===== config.mk =====
export PLATFORM = sky130hd
export DESIGN_NAME = wav_riff_header_parser_unit_flat
export DESIGN_NICKNAME = d
export VERILOG_FILES = /design/src/design/wavhp_pkg.sv /design/src/design/wavhp_in_if.sv /design/src/design/wavhp_out_if.sv /design/src/design/wav_riff_header_parser_unit.sv /design/src/design/wavhp_mdu.sv /design/src/flat_wrapper.sv
export SDC_FILE = /design/constraint.sdc
export NUM_CORES = 2
export LEC_CHECK = 0
export BUFFER_PORTS_ARGS = -buffer_cell sky130_fd_sc_hd__buf_2
export CAP_MARGIN = 0
export CELL_PAD_IN_SITES_DETAIL_PLACEMENT = 1
export CELL_PAD_IN_SITES_GLOBAL_PLACEMENT = 1
export CORE_ASPECT_RATIO = 0.7
export CORE_MARGIN = 2
export CORE_UTILIZATION = 42
export CTS_BUF_LIST = sky130_fd_sc_hd__clkbuf_16
export DETAILED_ROUTE_END_ITERATION = 7
export PLACE_DENSITY_LB_ADDON = 0.1
export SYNTH_ARGS = -nofsm -noshare
export SYNTH_HDL_FRONTEND = slang
export SYNTH_SLANG_ARGS = --single-unit

===== constraint.sdc =====
create_clock -name clk -period 22.7 [get_ports clk]
set_input_delay 3.405 -clock clk [delete_from_list [all_inputs] [get_ports clk]]
set_output_delay 3.405 -clock clk [all_outputs]
set_load 0.01 [all_outputs]

===== src/design/wavhp_pkg.sv =====
// ---------------------------------------------------------------------------
// wavhp_pkg
// Types and constants shared by the WAV header parser files.
// ---------------------------------------------------------------------------
package wavhp_pkg;

  localparam logic [31:0] TAG_RIFF = 32'h5249_4646;
  localparam logic [31:0] TAG_RIFX = 32'h5249_4658;
  localparam logic [31:0] TAG_WAVE = 32'h5741_5645;
  localparam logic [31:0] TAG_FMT  = 32'h666D_7420;
  localparam logic [31:0] TAG_DATA = 32'h6461_7461;
  localparam logic [31:0] TAG_FACT = 32'h6661_6374;

  localparam logic [15:0] FMT_PCM = 16'h0001;
  localparam logic [15:0] FMT_EXT = 16'hFFFE;

  localparam logic [31:0] GUID_W1 = 32'h0000_0001;
  localparam logic [31:0] GUID_W2 = 32'h0010_0000;
  localparam logic [31:0] GUID_W3 = 32'hAA00_0080;
  localparam logic [31:0] GUID_W4 = 32'h719B_3800;

  localparam logic [31:0] SIZE_ALL1   = 32'hFFFF_FFFF;
  localparam logic [31:0] SIZE_STREAM = 32'h7FFF_F000;

  localparam logic [3:0] ERR_NONE     = 4'd0;
  localparam logic [3:0] ERR_TAG      = 4'd1;
  localparam logic [3:0] ERR_WAVE     = 4'd2;
  localparam logic [3:0] ERR_PCM_FMT  = 4'd3;
  localparam logic [3:0] ERR_EXT_BAD  = 4'd4;
  localparam logic [3:0] ERR_EXT_SUB  = 4'd5;
  localparam logic [3:0] ERR_FORMAT   = 4'd6;
  localparam logic [3:0] ERR_CHANNELS = 4'd7;
  localparam logic [3:0] ERR_BITS     = 4'd8;

  localparam int unsigned WRN_BYTERATE = 0;
  localparam int unsigned WRN_ALIGN    = 1;
  localparam int unsigned WRN_FACT     = 2;
  localparam int unsigned WRN_RIFF     = 3;

  typedef enum logic [25:0] {
    PH_FILE_TAG   = 26'd1 << 0,
    PH_RIFF_SIZE  = 26'd1 << 1,
    PH_WAVE_TAG   = 26'd1 << 2,
    PH_PRE_ID     = 26'd1 << 3,
    PH_PRE_SIZE   = 26'd1 << 4,
    PH_PRE_SKIP   = 26'd1 << 5,
    PH_FMT_SIZE   = 26'd1 << 6,
    PH_FORMAT     = 26'd1 << 7,
    PH_CHANNELS   = 26'd1 << 8,
    PH_RATE       = 26'd1 << 9,
    PH_BYTERATE   = 26'd1 << 10,
    PH_ALIGN      = 26'd1 << 11,
    PH_BITS       = 26'd1 << 12,
    PH_EXTRA_SIZE = 26'd1 << 13,
    PH_EXT_UNUSED = 26'd1 << 14,
    PH_CHANMAP    = 26'd1 << 15,
    PH_GUID1      = 26'd1 << 16,
    PH_GUID2      = 26'd1 << 17,
    PH_GUID3      = 26'd1 << 18,
    PH_GUID4      = 26'd1 << 19,
    PH_FMT_SKIP   = 26'd1 << 20,
    PH_POST_ID    = 26'd1 << 21,
    PH_POST_SIZE  = 26'd1 << 22,
    PH_POST_SKIP  = 26'd1 << 23,
    PH_DATA_SIZE  = 26'd1 << 24,
    PH_PAYLOAD    = 26'd1 << 25
  } phase_t;

  typedef enum logic [8:0] {
    SQ_IDLE = 9'd1 << 0,
    SQ_MA   = 9'd1 << 1,
    SQ_MAW  = 9'd1 << 2,
    SQ_MB   = 9'd1 << 3,
    SQ_MBW  = 9'd1 << 4,
    SQ_MC   = 9'd1 << 5,
    SQ_MCW  = 9'd1 << 6,
    SQ_DV   = 9'd1 << 7,
    SQ_DVW  = 9'd1 << 8
  } seq_t;

  typedef enum logic [0:0] {
    OP_MUL = 1'b0,
    OP_DIV = 1'b1
  } mdu_op_t;

  typedef struct packed {
    logic        start;
    mdu_op_t     op;
    logic [31:0] a;
    logic [15:0] b;
  } mdu_req_t;

  typedef struct packed {
    logic        busy;
    logic        done;
    logic [31:0] res;
  } mdu_rsp_t;

endpackage


===== src/design/wavhp_in_if.sv =====
// ---------------------------------------------------------------------------
// wavhp_in_if
// Byte input channel, valid/ready.
// ---------------------------------------------------------------------------
interface wavhp_in_if;
  logic       valid;
  logic       ready;
  logic [7:0] data_byte;

  modport source (output valid, output data_byte, input ready);
  modport sink (input valid, input data_byte, output ready);
endinterface


===== src/design/wavhp_out_if.sv =====
// ---------------------------------------------------------------------------
// wavhp_out_if
// Result channel, valid/ready, one transaction per input byte.
// ---------------------------------------------------------------------------
interface wavhp_out_if;
  logic               valid;
  logic               ready;
  logic               payload_valid;
  logic [7:0]         payload_byte;
  logic               payload_last;
  logic               header_done;
  logic [3:0]         error_code;
  logic [3:0]         warning_flags;
  logic               big_endian;
  logic [15:0]        num_channels;
  logic [31:0]        samp_rate;
  logic [15:0]        frame_bytes;
  logic               stream_mode;
  logic signed [32:0] sample_count;

  modport source (output valid, output payload_valid, output payload_byte,
                  output payload_last, output header_done, output error_code,
                  output warning_flags, output big_endian, output num_channels,
                  output samp_rate, output frame_bytes, output stream_mode,
                  output sample_count, input ready);
  modport sink (input valid, input payload_valid, input payload_byte,
                input payload_last, input header_done, input error_code,
                input warning_flags, input big_endian, input num_channels,
                input samp_rate, input frame_bytes, input stream_mode,
                input sample_count, output ready);
endinterface


===== src/design/wav_riff_header_parser_unit.sv =====
// For ordinary bytes the result is registered and posted in the cycle after the input transaction.
// On the last byte of the parsed fmt fields the result waits for three multiplies on the shared unit.
// On the data chunk size, non-stream with nonzero block align, it waits for a 32-step divide.
// Throughput: one byte per cycle while the result channel drains; the shared
// multiply/divide unit holds the input off only at those two header points.
// Reset: synchronous active-low rst_n clears all parser state to "expect file tag".
// ---------------------------------------------------------------------------
// wav_riff_header_parser_unit
// Byte-wise RIFF/RIFX WAVE header parser with payload pass-through.
// ---------------------------------------------------------------------------
module wav_riff_header_parser_unit
  import wavhp_pkg::*;
(
  input  logic        clk,
  input  logic        rst_n,
  wavhp_in_if.sink    in_ch,
  wavhp_out_if.source out_ch
);

  function automatic logic [3:0] set_err(input logic [3:0] cur, input logic [3:0] code);
    return (cur == ERR_NONE) ? code : cur;
  endfunction

  // parser state
  phase_t      phase_r, phase_nxt;
  logic [2:0]  idx_r, idx_nxt;
  logic [31:0] fs_r, fs_nxt;
  logic        swap_r, swap_nxt;
  logic [31:0] riff_r, riff_nxt;
  logic [31:0] cons_r, cons_nxt;
  logic [31:0] fmtsz_r, fmtsz_nxt;
  logic [15:0] fmtid_r, fmtid_nxt;
  logic [15:0] chan_r, chan_nxt;
  logic [31:0] rate_r, rate_nxt;
  logic [31:0] brate_r, brate_nxt;
  logic [15:0] align_r, align_nxt;
  logic [15:0] bits_r, bits_nxt;
  logic [31:0] skip_r, skip_nxt;
  logic [31:0] dsize_r, dsize_nxt;
  logic [31:0] prem_r, prem_nxt;
  logic [3:0]  err_r, err_nxt;
  logic [3:0]  warn_r, warn_nxt;
  logic [31:0] tag_r, tag_nxt;
  logic        gbad_r, gbad_nxt;
  // per-transaction payload result
  logic        pv_r, pv_nxt;
  logic [7:0]  pb_r, pb_nxt;
  logic        pl_r, pl_nxt;
  // sequencer and shared unit
  seq_t        seq_r, seq_nxt;
  logic [31:0] tmp_r, tmp_nxt;
  logic [31:0] quot_r, quot_nxt;
  logic        ov_r, ov_nxt;
  mdu_req_t    mreq;
  mdu_rsp_t    mrsp;

  logic        accept;
  logic        fire_mul, fire_div;
  logic [7:0]  b;
  logic [2:0]  len;
  logic [2:0]  idx_inc;
  logic [31:0] v;
  logic        fin;
  logic [31:0] fin_len;
  logic [15:0] bits_eff;
  logic        stream_new, stream_reg;
  logic [31:0] cons4;
  logic signed [34:0] rdiff;
  logic        seq_end;

  assign b      = in_ch.data_byte;
  assign accept = in_ch.valid && in_ch.ready;
  assign in_ch.ready = (seq_r == SQ_IDLE) && (!ov_r || out_ch.ready);

  assign stream_reg = (riff_r == 32'd0) || (riff_r == SIZE_ALL1) || (dsize_r == 32'd0) ||
                      (dsize_r == SIZE_ALL1) || (dsize_r == SIZE_STREAM);

  // byte-level parse step
  always_comb begin
    phase_nxt = phase_r; idx_nxt = idx_r; fs_nxt = fs_r; swap_nxt = swap_r;
    riff_nxt = riff_r; cons_nxt = cons_r; fmtsz_nxt = fmtsz_r; fmtid_nxt = fmtid_r;
    chan_nxt = chan_r; rate_nxt = rate_r; brate_nxt = brate_r; align_nxt = align_r;
    bits_nxt = bits_r; skip_nxt = skip_r; dsize_nxt = dsize_r; prem_nxt = prem_r;
    err_nxt = err_r; tag_nxt = tag_r; gbad_nxt = gbad_r;
    pv_nxt = 1'b0; pb_nxt = 8'd0; pl_nxt = 1'b0;
    fire_mul = 1'b0; fire_div = 1'b0;
    fin = 1'b0; fin_len = 32'd16; bits_eff = bits_r;
    v = '0; stream_new = 1'b0; cons4 = '0; rdiff = '0;
    idx_inc = idx_r + 3'd1;

    case (phase_r)
      PH_FORMAT, PH_CHANNELS, PH_ALIGN, PH_BITS, PH_EXTRA_SIZE, PH_EXT_UNUSED: len = 3'd2;
      PH_PRE_SKIP, PH_FMT_SKIP, PH_POST_SKIP, PH_PAYLOAD: len = 3'd0;
      default: len = 3'd4;
    endcase

    if (len != 3'd0) begin
      if (phase_r == PH_FILE_TAG || phase_r == PH_WAVE_TAG || phase_r == PH_PRE_ID ||
          phase_r == PH_POST_ID || swap_r)
        v = {fs_r[23:0], b};
      else
        v = fs_r | ({24'd0, b} << {idx_r[1:0], 3'b000});
      fs_nxt  = v;
      idx_nxt = idx_inc;
      if (idx_inc >= len) begin
        fs_nxt  = '0;
        idx_nxt = '0;
        case (phase_r)
          PH_FILE_TAG: begin
            if (v == TAG_RIFF) swap_nxt = 1'b0;
            else if (v == TAG_RIFX) swap_nxt = 1'b1;
            else err_nxt = set_err(err_nxt, ERR_TAG);
            phase_nxt = PH_RIFF_SIZE;
          end
          PH_RIFF_SIZE: begin riff_nxt = v; phase_nxt = PH_WAVE_TAG; end
          PH_WAVE_TAG: begin
            if (v != TAG_WAVE) err_nxt = set_err(err_nxt, ERR_WAVE);
            cons_nxt  = 32'd4;
            phase_nxt = PH_PRE_ID;
          end
          PH_PRE_ID: begin
            cons_nxt  = cons_r + 32'd4;
            phase_nxt = (v == TAG_FMT) ? PH_FMT_SIZE : PH_PRE_SIZE;
          end
          PH_PRE_SIZE: begin
            cons_nxt  = cons_r + 32'd4 + v;
            skip_nxt  = v;
            phase_nxt = (v != 32'd0) ? PH_PRE_SKIP : PH_PRE_ID;
          end
          PH_FMT_SIZE: begin fmtsz_nxt = v; phase_nxt = PH_FORMAT; end
          PH_FORMAT:   begin fmtid_nxt = v[15:0]; phase_nxt = PH_CHANNELS; end
          PH_CHANNELS: begin chan_nxt = v[15:0]; phase_nxt = PH_RATE; end
          PH_RATE:     begin rate_nxt = v; phase_nxt = PH_BYTERATE; end
          PH_BYTERATE: begin brate_nxt = v; phase_nxt = PH_ALIGN; end
          PH_ALIGN:    begin align_nxt = v[15:0]; phase_nxt = PH_BITS; end
          PH_BITS: begin
            bits_nxt = v[15:0];
            bits_eff = v[15:0];
            if (fmtid_r == FMT_PCM) begin
              if (fmtsz_r < 32'd16) err_nxt = set_err(err_nxt, ERR_PCM_FMT);
              fin = 1'b1;
            end else if (fmtid_r == FMT_EXT) begin
              phase_nxt = PH_EXTRA_SIZE;
            end else begin
              err_nxt = set_err(err_nxt, ERR_FORMAT);
              fin = 1'b1;
            end
          end
          PH_EXTRA_SIZE: begin
            if (fmtsz_r < 32'd40 || v < 32'd22) err_nxt = set_err(err_nxt, ERR_EXT_BAD);
            gbad_nxt  = 1'b0;
            phase_nxt = PH_EXT_UNUSED;
          end
          PH_EXT_UNUSED: phase_nxt = PH_CHANMAP;
          PH_CHANMAP:    phase_nxt = PH_GUID1;
          PH_GUID1: begin if (v != GUID_W1) gbad_nxt = 1'b1; phase_nxt = PH_GUID2; end
          PH_GUID2: begin if (v != GUID_W2) gbad_nxt = 1'b1; phase_nxt = PH_GUID3; end
          PH_GUID3: begin if (v != GUID_W3) gbad_nxt = 1'b1; phase_nxt = PH_GUID4; end
          PH_GUID4: begin
            if (v != GUID_W4 || gbad_r) begin
              gbad_nxt = 1'b1;
              err_nxt  = set_err(err_nxt, ERR_EXT_SUB);
            end
            fin_len = 32'd40;
            fin     = 1'b1;
          end
          PH_POST_ID: begin
            cons_nxt  = cons_r + 32'd4;
            tag_nxt   = v;
            phase_nxt = (v == TAG_DATA) ? PH_DATA_SIZE : PH_POST_SIZE;
          end
          PH_POST_SIZE: begin
            cons_nxt  = cons_r + 32'd4 + v;
            skip_nxt  = v;
            phase_nxt = (v != 32'd0) ? PH_POST_SKIP : PH_POST_ID;
          end
          PH_DATA_SIZE: begin
            dsize_nxt  = v;
            prem_nxt   = v;
            cons4      = cons_r + 32'd4;
            cons_nxt   = cons4;
            stream_new = (riff_r == 32'd0) || (riff_r == SIZE_ALL1) || (v == 32'd0) ||
                         (v == SIZE_ALL1) || (v == SIZE_STREAM);
            rdiff      = $signed({3'b000, cons4}) + $signed({3'b000, v}) -
                         $signed({3'b000, riff_r});
            phase_nxt  = PH_PAYLOAD;
            fire_div   = !stream_new && (align_r != 16'd0);
          end
          default: phase_nxt = PH_PAYLOAD;
        endcase
        if (fin) begin
          if (chan_r == 16'd0) err_nxt = set_err(err_nxt, ERR_CHANNELS);
          if (bits_eff != 16'd16) err_nxt = set_err(err_nxt, ERR_BITS);
          cons_nxt = cons_r + 32'd4 + fmtsz_r;
          fire_mul = 1'b1;
          if (fmtsz_r > fin_len) begin
            skip_nxt  = fmtsz_r - fin_len;
            phase_nxt = PH_FMT_SKIP;
          end else begin
            phase_nxt = PH_POST_ID;
          end
        end
      end
    end else if (phase_r == PH_PAYLOAD) begin
      if (stream_reg) begin
        pv_nxt = 1'b1;
        pb_nxt = b;
      end else if (prem_r != 32'd0) begin
        pv_nxt   = 1'b1;
        pb_nxt   = b;
        pl_nxt   = (prem_r == 32'd1);
        prem_nxt = prem_r - 32'd1;
      end
    end else begin
      if (skip_r != 32'd0) skip_nxt = skip_r - 32'd1;
      if (skip_nxt == 32'd0) phase_nxt = (phase_r == PH_PRE_SKIP) ? PH_PRE_ID : PH_POST_ID;
    end
  end

  // fact-size and RIFF-size warnings come from the parse step; the byte-rate
  // and block-align warnings come back from the shared unit
  logic warn_fact, warn_riff;
  assign warn_fact = (phase_r == PH_POST_SIZE) && (len != 3'd0) && (idx_inc >= len) &&
                     (tag_r == TAG_FACT) && (v != 32'd4);
  assign warn_riff = (phase_r == PH_DATA_SIZE) && (idx_inc >= len) && !stream_new &&
                     ((rdiff > 35'sd1) || (rdiff < -35'sd1));

  // sequencer over the shared multiply/divide unit
  always_comb begin
    seq_nxt  = seq_r;
    tmp_nxt  = tmp_r;
    quot_nxt = quot_r;
    warn_nxt = warn_r;
    seq_end  = 1'b0;
    mreq     = '{start: 1'b0, op: OP_MUL, a: 32'd0, b: 16'd0};
    case (seq_r)
      SQ_IDLE: begin
        if (accept) begin
          if (warn_fact) warn_nxt[WRN_FACT] = 1'b1;
          if (warn_riff) warn_nxt[WRN_RIFF] = 1'b1;
          if (fire_mul) seq_nxt = SQ_MA;
          else if (fire_div) seq_nxt = SQ_DV;
          if (phase_r == PH_DATA_SIZE && phase_nxt == PH_PAYLOAD) quot_nxt = 32'd0;
        end
      end
      SQ_MA: begin
        mreq    = '{start: 1'b1, op: OP_MUL, a: rate_r, b: bits_r};
        seq_nxt = SQ_MAW;
      end
      SQ_MAW: if (mrsp.done) begin tmp_nxt = mrsp.res; seq_nxt = SQ_MB; end
      SQ_MB: begin
        mreq    = '{start: 1'b1, op: OP_MUL, a: {3'b000, tmp_r[31:3]}, b: chan_r};
        seq_nxt = SQ_MBW;
      end
      SQ_MBW: if (mrsp.done) begin
        if (brate_r != mrsp.res) warn_nxt[WRN_BYTERATE] = 1'b1;
        seq_nxt = SQ_MC;
      end
      SQ_MC: begin
        mreq    = '{start: 1'b1, op: OP_MUL, a: {16'd0, chan_r}, b: bits_r};
        seq_nxt = SQ_MCW;
      end
      SQ_MCW: if (mrsp.done) begin
        if ({16'd0, align_r} != {3'b000, mrsp.res[31:3]}) warn_nxt[WRN_ALIGN] = 1'b1;
        seq_nxt = SQ_IDLE;
        seq_end = 1'b1;
      end
      SQ_DV: begin
        mreq    = '{start: 1'b1, op: OP_DIV, a: dsize_r, b: align_r};
        seq_nxt = SQ_DVW;
      end
      SQ_DVW: if (mrsp.done) begin
        quot_nxt = mrsp.res;
        seq_nxt  = SQ_IDLE;
        seq_end  = 1'b1;
      end
      default: seq_nxt = SQ_IDLE;
    endcase
  end

  assign ov_nxt = (ov_r && !out_ch.ready) || (accept && !fire_mul && !fire_div) || seq_end;

  wavhp_mdu u_mdu (
    .clk   (clk),
    .rst_n (rst_n),
    .req   (mreq),
    .rsp   (mrsp)
  );

  always_ff @(posedge clk) begin
    if (!rst_n) begin
      phase_r <= PH_FILE_TAG; idx_r <= '0; fs_r <= '0; swap_r <= 1'b0;
      riff_r <= '0; cons_r <= '0; fmtsz_r <= '0; fmtid_r <= '0;
      chan_r <= '0; rate_r <= '0; brate_r <= '0; align_r <= '0; bits_r <= '0;
      skip_r <= '0; dsize_r <= '0; prem_r <= '0; err_r <= ERR_NONE; warn_r <= '0;
      tag_r <= '0; gbad_r <= 1'b0;
      seq_r <= SQ_IDLE; ov_r <= 1'b0; quot_r <= '0;
    end else begin
      if (accept) begin
        phase_r <= phase_nxt; idx_r <= idx_nxt; fs_r <= fs_nxt; swap_r <= swap_nxt;
        riff_r <= riff_nxt; cons_r <= cons_nxt; fmtsz_r <= fmtsz_nxt; fmtid_r <= fmtid_nxt;
        chan_r <= chan_nxt; rate_r <= rate_nxt; brate_r <= brate_nxt;
        align_r <= align_nxt; bits_r <= bits_nxt;
        skip_r <= skip_nxt; dsize_r <= dsize_nxt; prem_r <= prem_nxt; err_r <= err_nxt;
        tag_r <= tag_nxt; gbad_r <= gbad_nxt;
      end
      warn_r <= warn_nxt;
      seq_r  <= seq_nxt;
      ov_r   <= ov_nxt;
      quot_r <= quot_nxt;
    end
    tmp_r <= tmp_nxt;
    if (accept) begin
      pv_r <= pv_nxt;
      pb_r <= pb_nxt;
      pl_r <= pl_nxt;
    end
  end

  // result fields read straight from the parser registers; they move on an input transaction,
  // which waits for the pending result to go, or (warnings, sample count) in the sequencer
  assign out_ch.valid         = ov_r;
  assign out_ch.payload_valid = pv_r;
  assign out_ch.payload_byte  = pb_r;
  assign out_ch.payload_last  = pl_r;
  assign out_ch.header_done   = (phase_r == PH_PAYLOAD);
  assign out_ch.error_code    = err_r;
  assign out_ch.warning_flags = warn_r;
  assign out_ch.big_endian    = swap_r;
  assign out_ch.num_channels  = chan_r;
  assign out_ch.samp_rate     = rate_r;
  assign out_ch.frame_bytes   = align_r;
  assign out_ch.stream_mode   = (phase_r == PH_PAYLOAD) && stream_reg;
  assign out_ch.sample_count  = (phase_r != PH_PAYLOAD) ? 33'sd0 :
                                stream_reg ? -33'sd1 : $signed({1'b0, quot_r});

  a_ready_idle: assert property (@(posedge clk) disable iff (!rst_n)
    in_ch.ready |-> (seq_r == SQ_IDLE)) else $error("ready while sequencer busy");
  a_plain_result: assert property (@(posedge clk) disable iff (!rst_n)
    (accept && !fire_mul && !fire_div) |=> ov_r) else $error("result not posted");
  a_err_sticky: assert property (@(posedge clk) disable iff (!rst_n)
    (err_r != ERR_NONE) |=> (err_r == $past(err_r))) else $error("error code changed");
  a_payload_stays: assert property (@(posedge clk) disable iff (!rst_n)
    (phase_r == PH_PAYLOAD) |=> (phase_r == PH_PAYLOAD)) else $error("left payload");

endmodule


===== src/design/wavhp_mdu.sv =====
// ---------------------------------------------------------------------------
// wavhp_mdu
// Shared multiply (32x16, registered result) and radix-2 divide (32/16).
// ---------------------------------------------------------------------------
module wavhp_mdu
  import wavhp_pkg::*;
(
  input  logic     clk,
  input  logic     rst_n,
  input  mdu_req_t req,
  output mdu_rsp_t rsp
);

  logic        busy_r, busy_nxt;
  logic        done_r, done_nxt;
  logic [4:0]  cnt_r, cnt_nxt;
  logic [31:0] q_r, q_nxt;
  logic [16:0] rem_r, rem_nxt;
  logic [15:0] d_r, d_nxt;
  logic [16:0] trial;
  logic [47:0] prod;

  assign prod  = req.a * req.b;
  assign trial = {rem_r[15:0], q_r[31]};

  always_comb begin
    busy_nxt = busy_r;
    done_nxt = 1'b0;
    cnt_nxt  = cnt_r;
    q_nxt    = q_r;
    rem_nxt  = rem_r;
    d_nxt    = d_r;
    if (busy_r) begin
      if (trial >= {1'b0, d_r}) begin
        rem_nxt = trial - {1'b0, d_r};
        q_nxt   = {q_r[30:0], 1'b1};
      end else begin
        rem_nxt = trial;
        q_nxt   = {q_r[30:0], 1'b0};
      end
      cnt_nxt = cnt_r + 5'd1;
      if (cnt_r == 5'd31) begin
        busy_nxt = 1'b0;
        done_nxt = 1'b1;
      end
    end else if (req.start) begin
      case (req.op)
        OP_MUL: begin
          q_nxt    = prod[31:0];
          done_nxt = 1'b1;
        end
        OP_DIV: begin
          q_nxt    = req.a;
          rem_nxt  = '0;
          d_nxt    = req.b;
          cnt_nxt  = '0;
          busy_nxt = 1'b1;
        end
        default: begin
          done_nxt = 1'b1;
        end
      endcase
    end
  end

  always_ff @(posedge clk) begin
    if (!rst_n) begin
      busy_r <= 1'b0;
      done_r <= 1'b0;
      cnt_r  <= '0;
    end else begin
      busy_r <= busy_nxt;
      done_r <= done_nxt;
      cnt_r  <= cnt_nxt;
    end
    q_r   <= q_nxt;
    rem_r <= rem_nxt;
    d_r   <= d_nxt;
  end

  assign rsp.busy = busy_r;
  assign rsp.done = done_r;
  assign rsp.res  = q_r;

  a_no_start_busy: assert property (@(posedge clk) disable iff (!rst_n)
    req.start |-> !busy_r) else $error("mdu start while busy");
  a_div_done: assert property (@(posedge clk) disable iff (!rst_n)
    (busy_r && cnt_r == 5'd31) |=> done_r) else $error("mdu divide did not finish");
  a_done_pulse: assert property (@(posedge clk) disable iff (!rst_n)
    done_r |-> !busy_r) else $error("mdu done while busy");

endmodule

===== src/flat_wrapper.sv =====
// flat-port wrapper written by rule: the top's interface ports become plain ports
module wav_riff_header_parser_unit_flat import wavhp_pkg::*;
  (clk, rst_n, in_ch_valid, in_ch_data_byte, in_ch_ready, out_ch_valid, out_ch_payload_valid, out_ch_payload_byte, out_ch_payload_last, out_ch_header_done, out_ch_error_code, out_ch_warning_flags, out_ch_big_endian, out_ch_num_channels, out_ch_samp_rate, out_ch_frame_bytes, out_ch_stream_mode, out_ch_sample_count, out_ch_ready);
  wavhp_in_if in_ch_i ();
  wavhp_out_if out_ch_i ();
  input  logic clk;
  input  logic rst_n;
  input wire logic [$bits(in_ch_i.valid)-1:0] in_ch_valid;
  input wire logic [$bits(in_ch_i.data_byte)-1:0] in_ch_data_byte;
  output wire logic [$bits(in_ch_i.ready)-1:0] in_ch_ready;
  output wire logic [$bits(out_ch_i.valid)-1:0] out_ch_valid;
  output wire logic [$bits(out_ch_i.payload_valid)-1:0] out_ch_payload_valid;
  output wire logic [$bits(out_ch_i.payload_byte)-1:0] out_ch_payload_byte;
  output wire logic [$bits(out_ch_i.payload_last)-1:0] out_ch_payload_last;
  output wire logic [$bits(out_ch_i.header_done)-1:0] out_ch_header_done;
  output wire logic [$bits(out_ch_i.error_code)-1:0] out_ch_error_code;
  output wire logic [$bits(out_ch_i.warning_flags)-1:0] out_ch_warning_flags;
  output wire logic [$bits(out_ch_i.big_endian)-1:0] out_ch_big_endian;
  output wire logic [$bits(out_ch_i.num_channels)-1:0] out_ch_num_channels;
  output wire logic [$bits(out_ch_i.samp_rate)-1:0] out_ch_samp_rate;
  output wire logic [$bits(out_ch_i.frame_bytes)-1:0] out_ch_frame_bytes;
  output wire logic [$bits(out_ch_i.stream_mode)-1:0] out_ch_stream_mode;
  output wire logic [$bits(out_ch_i.sample_count)-1:0] out_ch_sample_count;
  input wire logic [$bits(out_ch_i.ready)-1:0] out_ch_ready;
  assign in_ch_i.valid = in_ch_valid;
  assign in_ch_i.data_byte = in_ch_data_byte;
  assign in_ch_ready = in_ch_i.ready;
  assign out_ch_valid = out_ch_i.valid;
  assign out_ch_payload_valid = out_ch_i.payload_valid;
  assign out_ch_payload_byte = out_ch_i.payload_byte;
  assign out_ch_payload_last = out_ch_i.payload_last;
  assign out_ch_header_done = out_ch_i.header_done;
  assign out_ch_error_code = out_ch_i.error_code;
  assign out_ch_warning_flags = out_ch_i.warning_flags;
  assign out_ch_big_endian = out_ch_i.big_endian;
  assign out_ch_num_channels = out_ch_i.num_channels;
  assign out_ch_samp_rate = out_ch_i.samp_rate;
  assign out_ch_frame_bytes = out_ch_i.frame_bytes;
  assign out_ch_stream_mode = out_ch_i.stream_mode;
  assign out_ch_sample_count = out_ch_i.sample_count;
  assign out_ch_i.ready = out_ch_ready;
  wav_riff_header_parser_unit u_core (.clk(clk), .rst_n(rst_n), .in_ch(in_ch_i), .out_ch(out_ch_i));
endmodule

# Word level (Yosys, flattened, before mapping)
# Index checks and enable logic that the tools add are counted.
# op_classes
add_sub_neg,11
multipliers,1
order_cmp,8
eq_ne,75
shifts,1
muxes,131
n_bitwise,5
reduce_logical,91
# op_table
cell,count
32-bit two-way mux,27
26-bit one-hot mux with 21 select lines,1
32-bit by 31-bit equality test with 1-bit output (second input constant),7
50-bit one-hot mux with 4 select lines,1
26-bit two-way mux,7
32-bit logical NOT,4
32-bit one-hot mux with 2 select lines,2
16-bit two-way mux,7
35-bit two-way mux,3
32-bit equality test (second input constant),3
4-bit two-way mux,24
32-bit one-hot mux with 3 select lines,1
32-bit nonzero test,3
9-bit one-hot mux with 8 select lines,1
33-bit two-way mux,2
32-bit adder,2
32-bit by 5-bit less-than comparator with 1-bit output (second input constant),2
32-bit by 31-bit inequality test with 1-bit output (second input constant),2
32-bit by 1-bit subtractor with 32-bit output (second input constant),2
9-bit two-way mux,6
26-bit equality test (second input constant),2
22-bit two-way mux,2
4-bit AND reduction,11
35-bit by 2-bit greater-than comparator with 1-bit output (second input constant),1
other kinds (96),200
# word_totals
register_bits,578
output_inout_bits,120
elab_cells,359

# Depth between registers and ports, before layout
# logic_depth
word_depth,23
depth_mapped,36
depth_no_buf,31

# By module
# Synthesis repeated with hierarchy kept, for this count alone.
# hier_totals
hier_cells,6193
area_unflattened_um2,48753.0
# by_module_without_submodules
module,n_inst,cells_per_inst,area_per_inst_um2,seq_area_each_um2
wav_riff_header_parser_unit,1,4485,33400.8,10480.1
wavhp_mdu,1,1708,15352.2,2062.0

# Worst setup path after synthesis
# Ideal clock, no wire load.
# synth_timing
kind,in2reg
startpoint,input in_ch_data_byte[2]
endpoint,register u_core.warn_r[3] (netlist: u_core.out_ch.warning_flags[3])
setup_ns,0.116
t_arrival_ns,8.766
t_required_ns,22.584
slack_ns,13.818
stages,23
n_path_buf,3
cell_sequence,clkbuf_1 > a21oi_1 > a21oi_1 > clkbuf_1 > ha_1 > clkbuf_1 > a21o_1 > a31o_2 > or4_1 > and3_1 > xor2_1 > ha_1 > and4_1 > nand3_1 > o311ai_0 > nand2_1 > xor2_1 > nor4bb_1 > nand4b_1 > or4_1 > nor4_1 > nand4_1 > o211a_1
# synth_between
elab_chain_cells,15
elab_cells_between_ends,25
# synth_lines
element,line_no,text
from (decl),flat_wrapper.sv:9,input wire logic [$bits(in_ch_i.data_byte)-1:0] in_ch_data_byte;
8-bit by 5-bit left shift with 32-bit output,wav_riff_header_parser_unit.sv:102,"v = fs_r | ({24'd0, b} << {idx_r[1:0], 3'b000});"
32-bit bitwise OR,wav_riff_header_parser_unit.sv:102,
32-bit two-way mux *,wav_riff_header_parser_unit.sv:98,if (phase_r == PH_FILE_TAG || phase_r == PH_WAVE_TAG || phase_r == PH_PRE_ID ||
32-bit two-way mux *,wav_riff_header_parser_unit.sv:97,if (len != 3'd0) begin
"parallel branches: the longest is 9 deep, another holds 35-bit by 33-bit subtractor with 35-bit output",n/a,
1-bit logical AND *,wav_riff_header_parser_unit.sv:225,assign warn_riff = (phase_r == PH_DATA_SIZE) && (idx_inc >= len) && !stream_new &&
3-bit AND reduction (no source line) *,n/a,
to (signal assigned),wav_riff_header_parser_unit.sv:307,warn_r <= warn_nxt;
to (decl),wav_riff_header_parser_unit.sv:42,"logic [3:0] warn_r, warn_nxt;"
# Mark *: on every way between the ends. The select of a mux whose other input is x is not followed.
# A chain may end at the register's enable or synchronous reset.

# Worst setup path after layout
# layout_timing
startpoint,register u_core.seq_r[1]
endpoint,"register u_core.u_mdu.q_r[31], data pin"
# layout_between
elab_chain_cells,6
elab_cells_between_ends,10
# layout_lines
element,line_no,text
from (decl),wav_riff_header_parser_unit.sv:50,"seq_t seq_r, seq_nxt;"
from (signal assigned),wav_riff_header_parser_unit.sv:308,seq_r <= seq_nxt;
"9-bit by 8-bit equality test with 1-bit output, or another cell as far along",wav_riff_header_parser_unit.sv:236,case (seq_r)
50-bit one-hot mux with 4 select lines *,wav_riff_header_parser_unit.sv:236,
32-bit by 16-bit multiplier with 32-bit output or 1-bit inverter (tied branches),n/a,
32-bit one-hot mux with 2 select lines *,wavhp_mdu.sv:47,case (req.op)
32-bit two-way mux *,wavhp_mdu.sv:46,end else if (req.start) begin
32-bit two-way mux *,wavhp_mdu.sv:33,if (busy_r) begin
via u_core.u_mdu.q_nxt[31],wavhp_mdu.sv:17,"logic [31:0] q_r, q_nxt;"
to (signal assigned),wavhp_mdu.sv:76,q_r <= q_nxt;
to (decl),wavhp_mdu.sv:17,
# Mark *: on every way through the listed nets, which the timed path passes. The rest lies on a longest branch. The select of a mux whose other input is x is not followed.

==> results.json <==
{
  "p_per_area_mw_per_mm2": 49.60,
  "fillers": 13580,
  "seqPwrFrac_pct": 41.4,
  "p_sw_share_pct": 31.42,
  "post_cts_buffers": 0,
  "fin_nets": 6517,
  "die-area_sq_mm": 0.1141,
  "yosysWarnings": 0,
  "cts_resized": 0,
  "insertion_delay_ns": 0.67,
  "finalNonFillerCells": 7520,
  "setup_viol_count_final": 0,
  "overflow": 0,
  "grt_antenna_before_repair": 8,
  "die_w_um": 402.9,
  "critPathKind": "flip-flop to flip-flop",
  "ys.flop_type": "dfxtp_1",
  "synth_cell_types": 98,
  "fin_crit_ns": 10.29,
  "fin_crit_sh_pct": 45.32,
  "crit_path_top_delay_cell": "nand3_1",
  "coreArea_sq_mm": 0.1105,
  "report.final.slew_viol_count": 0,
  "syn_area_sq_mm": 0.04678,
  "p_switching_w": 0.0007971,
  "finalClockSkew_ns": 0.03718,
  "path_common_cell": "fa_1",
  "comb_power_share_pct": 15.6,
  "tns_ns": 0,
  "synth_edf_count": 103,
  "cts_tree": "done",
  "clock-root-buffer": "clkbuf_16",
  "peakVddDrop_mv": 0.04001,
  "syn-num-nets": 6557,
  "pin_count": 132,
  "maxCapViolCount": 0,
  "row_count": 102,
  "dp_cells": 7394,
  "clkPwrFrac_pct": 43.1,
  "clk_path_buf_depth": 3,
  "critical_path.startpoint": "u_core.seq_r[1]",
  "postSynthCellCount": 6046,
  "via_count": 47110,
  "drt-pass1-iter-count": 6,
  "drt-vias-per-instance": 6.265,
  "drt-total-wl_mm": 215.0,
  "antenna_left": 0,
  "grt_pass1_wl_mm": 314.2,
  "status": "finished, final reports clean",
  "hold_buffers": 0,
  "timing.rr.start": "u_core.seq_r[1]",
  "cts_buffers": 66,
  "grt_pass1_vias": 45630,
  "start_util_pct": 42.33,
  "worstPathMaxFanout": 60,
  "h-tree-depth": 3,
  "final-hold-violation-count": 0,
  "io_buffers": 131,
  "cp-end-kind": "flip-flop",
  "syn_area_per_cell_sq_um": 7.738,
  "gp_congestion": 0.9808,
  "required_ns": 23.11,
  "hold_start": "u_core.tag_r[29]",
  "areaGrowthSynthToFinish_pct": 9.328,
  "synthArstFlopShare_pct": 0,
  "drtIter0Drc": 5697,
  "slowest_delay_ns": 0.85,
  "grt_max_degree": 93,
  "p_int_w": 0.001740,
  "start_kind": "flip-flop",
  "fmax_mhz": 97.20,
  "drt-wirelength-per-cell_um": 28.58,
  "clkTransAtPathRegs_ns": 0.07,
  "rsz0062_at_grt": "false",
  "dp_hpwl_mm": 159.9,
  "drcViolationCount": 0,
  "worstMarginPinSlew_ns": 1.373,
  "ys_ff_latch": 575,
  "dieHeight_um": 283.2,
  "p_leak_nw": 20.81,
  "yosysSeqAreaShare_pct": 26.81,
  "cts.sinks": 575,
  "hold_class": "flip-flop to flip-flop",
  "grt_use_total_pct": 36.79,
  "slew_headroom_pct": 7.946,
  "drive_gt1_share_pct": 7.856,
  "cp_data_arrival_time_ns": 10.70
}
-- power by group through the flow --
| stage | Clock (W) | Combinational (W) | Sequential [W] |
|---|---|---|---|
| CTS | 0.00110 | 0.000381 | 0.00105 |
| finish | 0.00109 | 0.000395 | 0.00105 |
| floorplan | 0 | 0.000241 | 0.00106 |
| global placement | 0 | 0.000380 | 0.00107 |
| detailed placement | 0 | 0.000379 | 0.00107 |
| global route | 0.00114 | 0.000416 | 0.00105 |
-- per-stage QoR --
step | utilization (%) | total power (W) | hold slack [ns] | worst slack [ns] | instance area (sq um)
floorplan | - | 0.001306 | 0.4267 | 13.82 | 46780
global placement | 44.36 | 0.001452 | 0.4339 | 12.53 | 49030
detailed placement | 44.36 | 0.001451 | 0.4454 | 12.52 | 49030
CTS | 46.27 | 0.002529 | 0.4550 | 12.53 | 51140
global route | 46.27 | 0.002603 | 0.4758 | 11.96 | 51140
finish | 46.28 | 0.002537 | 0.4538 | 12.41 | 51150
-- final timing paths --
kind	endpoint	slack (ns)	depth (start not counted)
min	u_core.tag_r[29]	0.45	2
min reg2reg	u_core.tag_r[29]	0.45	2
max reg2reg	u_core.u_mdu.q_r[31]	12.41	28
max	u_core.u_mdu.q_r[31]	12.41	28
-- cell type report --
| class | instances | area (sq um) | share of cell area [%] |
|---|---|---|---|
| Antenna cell | 5 | 12.51 | 0.02446 |
| Tap cell | 1456 | 1822 | 3.562 |
| Multi-Input combinational cell | 4644 | 31320 | 61.23 |
| Sequential cell | 575 | 12540 | 24.52 |
| Clock inverter | 54 | 426.7 | 0.8342 |
| Clock buffer | 67 | 1677 | 3.278 |
| Inverter | 461 | 1738 | 3.398 |
| Timing Repair Buffer | 258 | 1609 | 3.146 |
-- layer usage --
layer	vias up	wire length (um)	global-route usage, %
met1	23780	101300	57.29
met4	0	5176	8.511
met3	282	26010	10.86
met2	2323	82510	48.67
li1	20720	-	-
met5	-	0	0
-- worst max-delay path, delay by kind of cell (launching register included) --
family	cells	cell delay, ns
XOR/XNOR	1	0.37
multiplexers	1	0.28
flip-flops	1	0.40
buffers and inverters	4	0.80
AND/OR/NAND/NOR	7	3.00
adder cells (fa/ha/maj)	7	3.10
AO/OA/AOI/OAI	8	2.07
-- placed cells by master, fill, tap and decap left out, drive strengths merged, types with 19 or more instances in the layout --
cell type / netlist / routed
and3: 30 / 30
nand2b: 42 / 42
clkinv: 4 / 31
o21a: 33 / 33
xor2: 92 / 92
a31oi: 31 / 31
ha: 190 / 190
nand2: 1155 / 1155
and2: 72 / 72
a21o: 67 / 67
nor3: 112 / 112
nor4b: 20 / 20
inv: 457 / 477
or4: 25 / 25
a221oi: 24 / 24
nand3b: 20 / 20
or3: 43 / 43
dfxtp: 472 / 472
or2: 26 / 26
nor4: 98 / 98
a211oi: 60 / 60
fa: 309 / 309
o211ai: 39 / 39
xnor2: 161 / 161
nor2b: 20 / 20
a21oi: 541 / 541
edfxtp: 103 / 103
nor2: 469 / 469
a22oi: 92 / 92
o31ai: 31 / 31
nand4: 81 / 81
o21ai: 275 / 275
nand3: 197 / 197
mux2i: 19 / 19
buf: 35 / 258
o22ai: 22 / 22
clkbuf: 331 / 67
-- registers in the layout (all words and copies together) (netlist names), 26 cells and up --
name,flops
u_core.out_ch.samp_rate,32
u_core.brate_r,32
u_core.riff_r,32
u_core.tag_r,32
u_core.prem_r,32
u_core.u_mdu.q_r,32
u_core.cons_r,32
u_core.tmp_r,29
u_core.quot_r,32
u_core.phase_r,26
u_core.dsize_r,32
u_core.skip_r,32
u_core.fmtsz_r,32
u_core.fs_r,32
-- cells in the mapped netlist, drive strengths merged (15+ instances only) --
cell type  instances  area share, %
or2               26           0.35
and2              72           0.96
nor4              98            1.4
a22o              16           0.30
a221oi            24           0.45
mux2i             19           0.41
fa               309             13
o211ai            39           0.64
a22oi             92            1.5
a21o              67            1.1
buf               35           0.38
o31ai             31           0.50
nand3            197            2.1
nor3             112            1.2
or4               25           0.41
xnor2            161            3.0
xor2              92            1.7
or3               43           0.58
mux2              16           0.39
o22ai             22           0.29
dfxtp            472             20
nor4b             20           0.39
a31oi             31           0.41
edfxtp           103            6.6
a211oi            60           0.96
a222oi            15           0.32
nor2             469            3.8
nor2b             20           0.27
inv              457            3.7
nand3b            20           0.32
o21ai            275            2.9
and3              30           0.40
clkbuf           331            2.7
o21a              33           0.53
ha               190            5.1
nand2b            42           0.56
nand4             81            1.1
nand2           1155            9.3
a21oi            541            5.8
-- logic make-up (layout without fill, tap and decap cells) --
logic type               after synthesis  count (layout)  share of synthesized area (%)
AO/OA/AOI/OAI                       1384            1384                          18.35
multiplexers                          35              35                         0.7916
adder cells (fa/ha/maj)              499             499                          18.30
buffers and inverters                827             840                          6.734
other                                  0               5                              0
flip-flops                           575             575                          26.81
XOR/XNOR                             254             254                          4.785
AND/OR/NAND/NOR                     2472            2472                          24.23
Power figures use the tool's default switching activity.
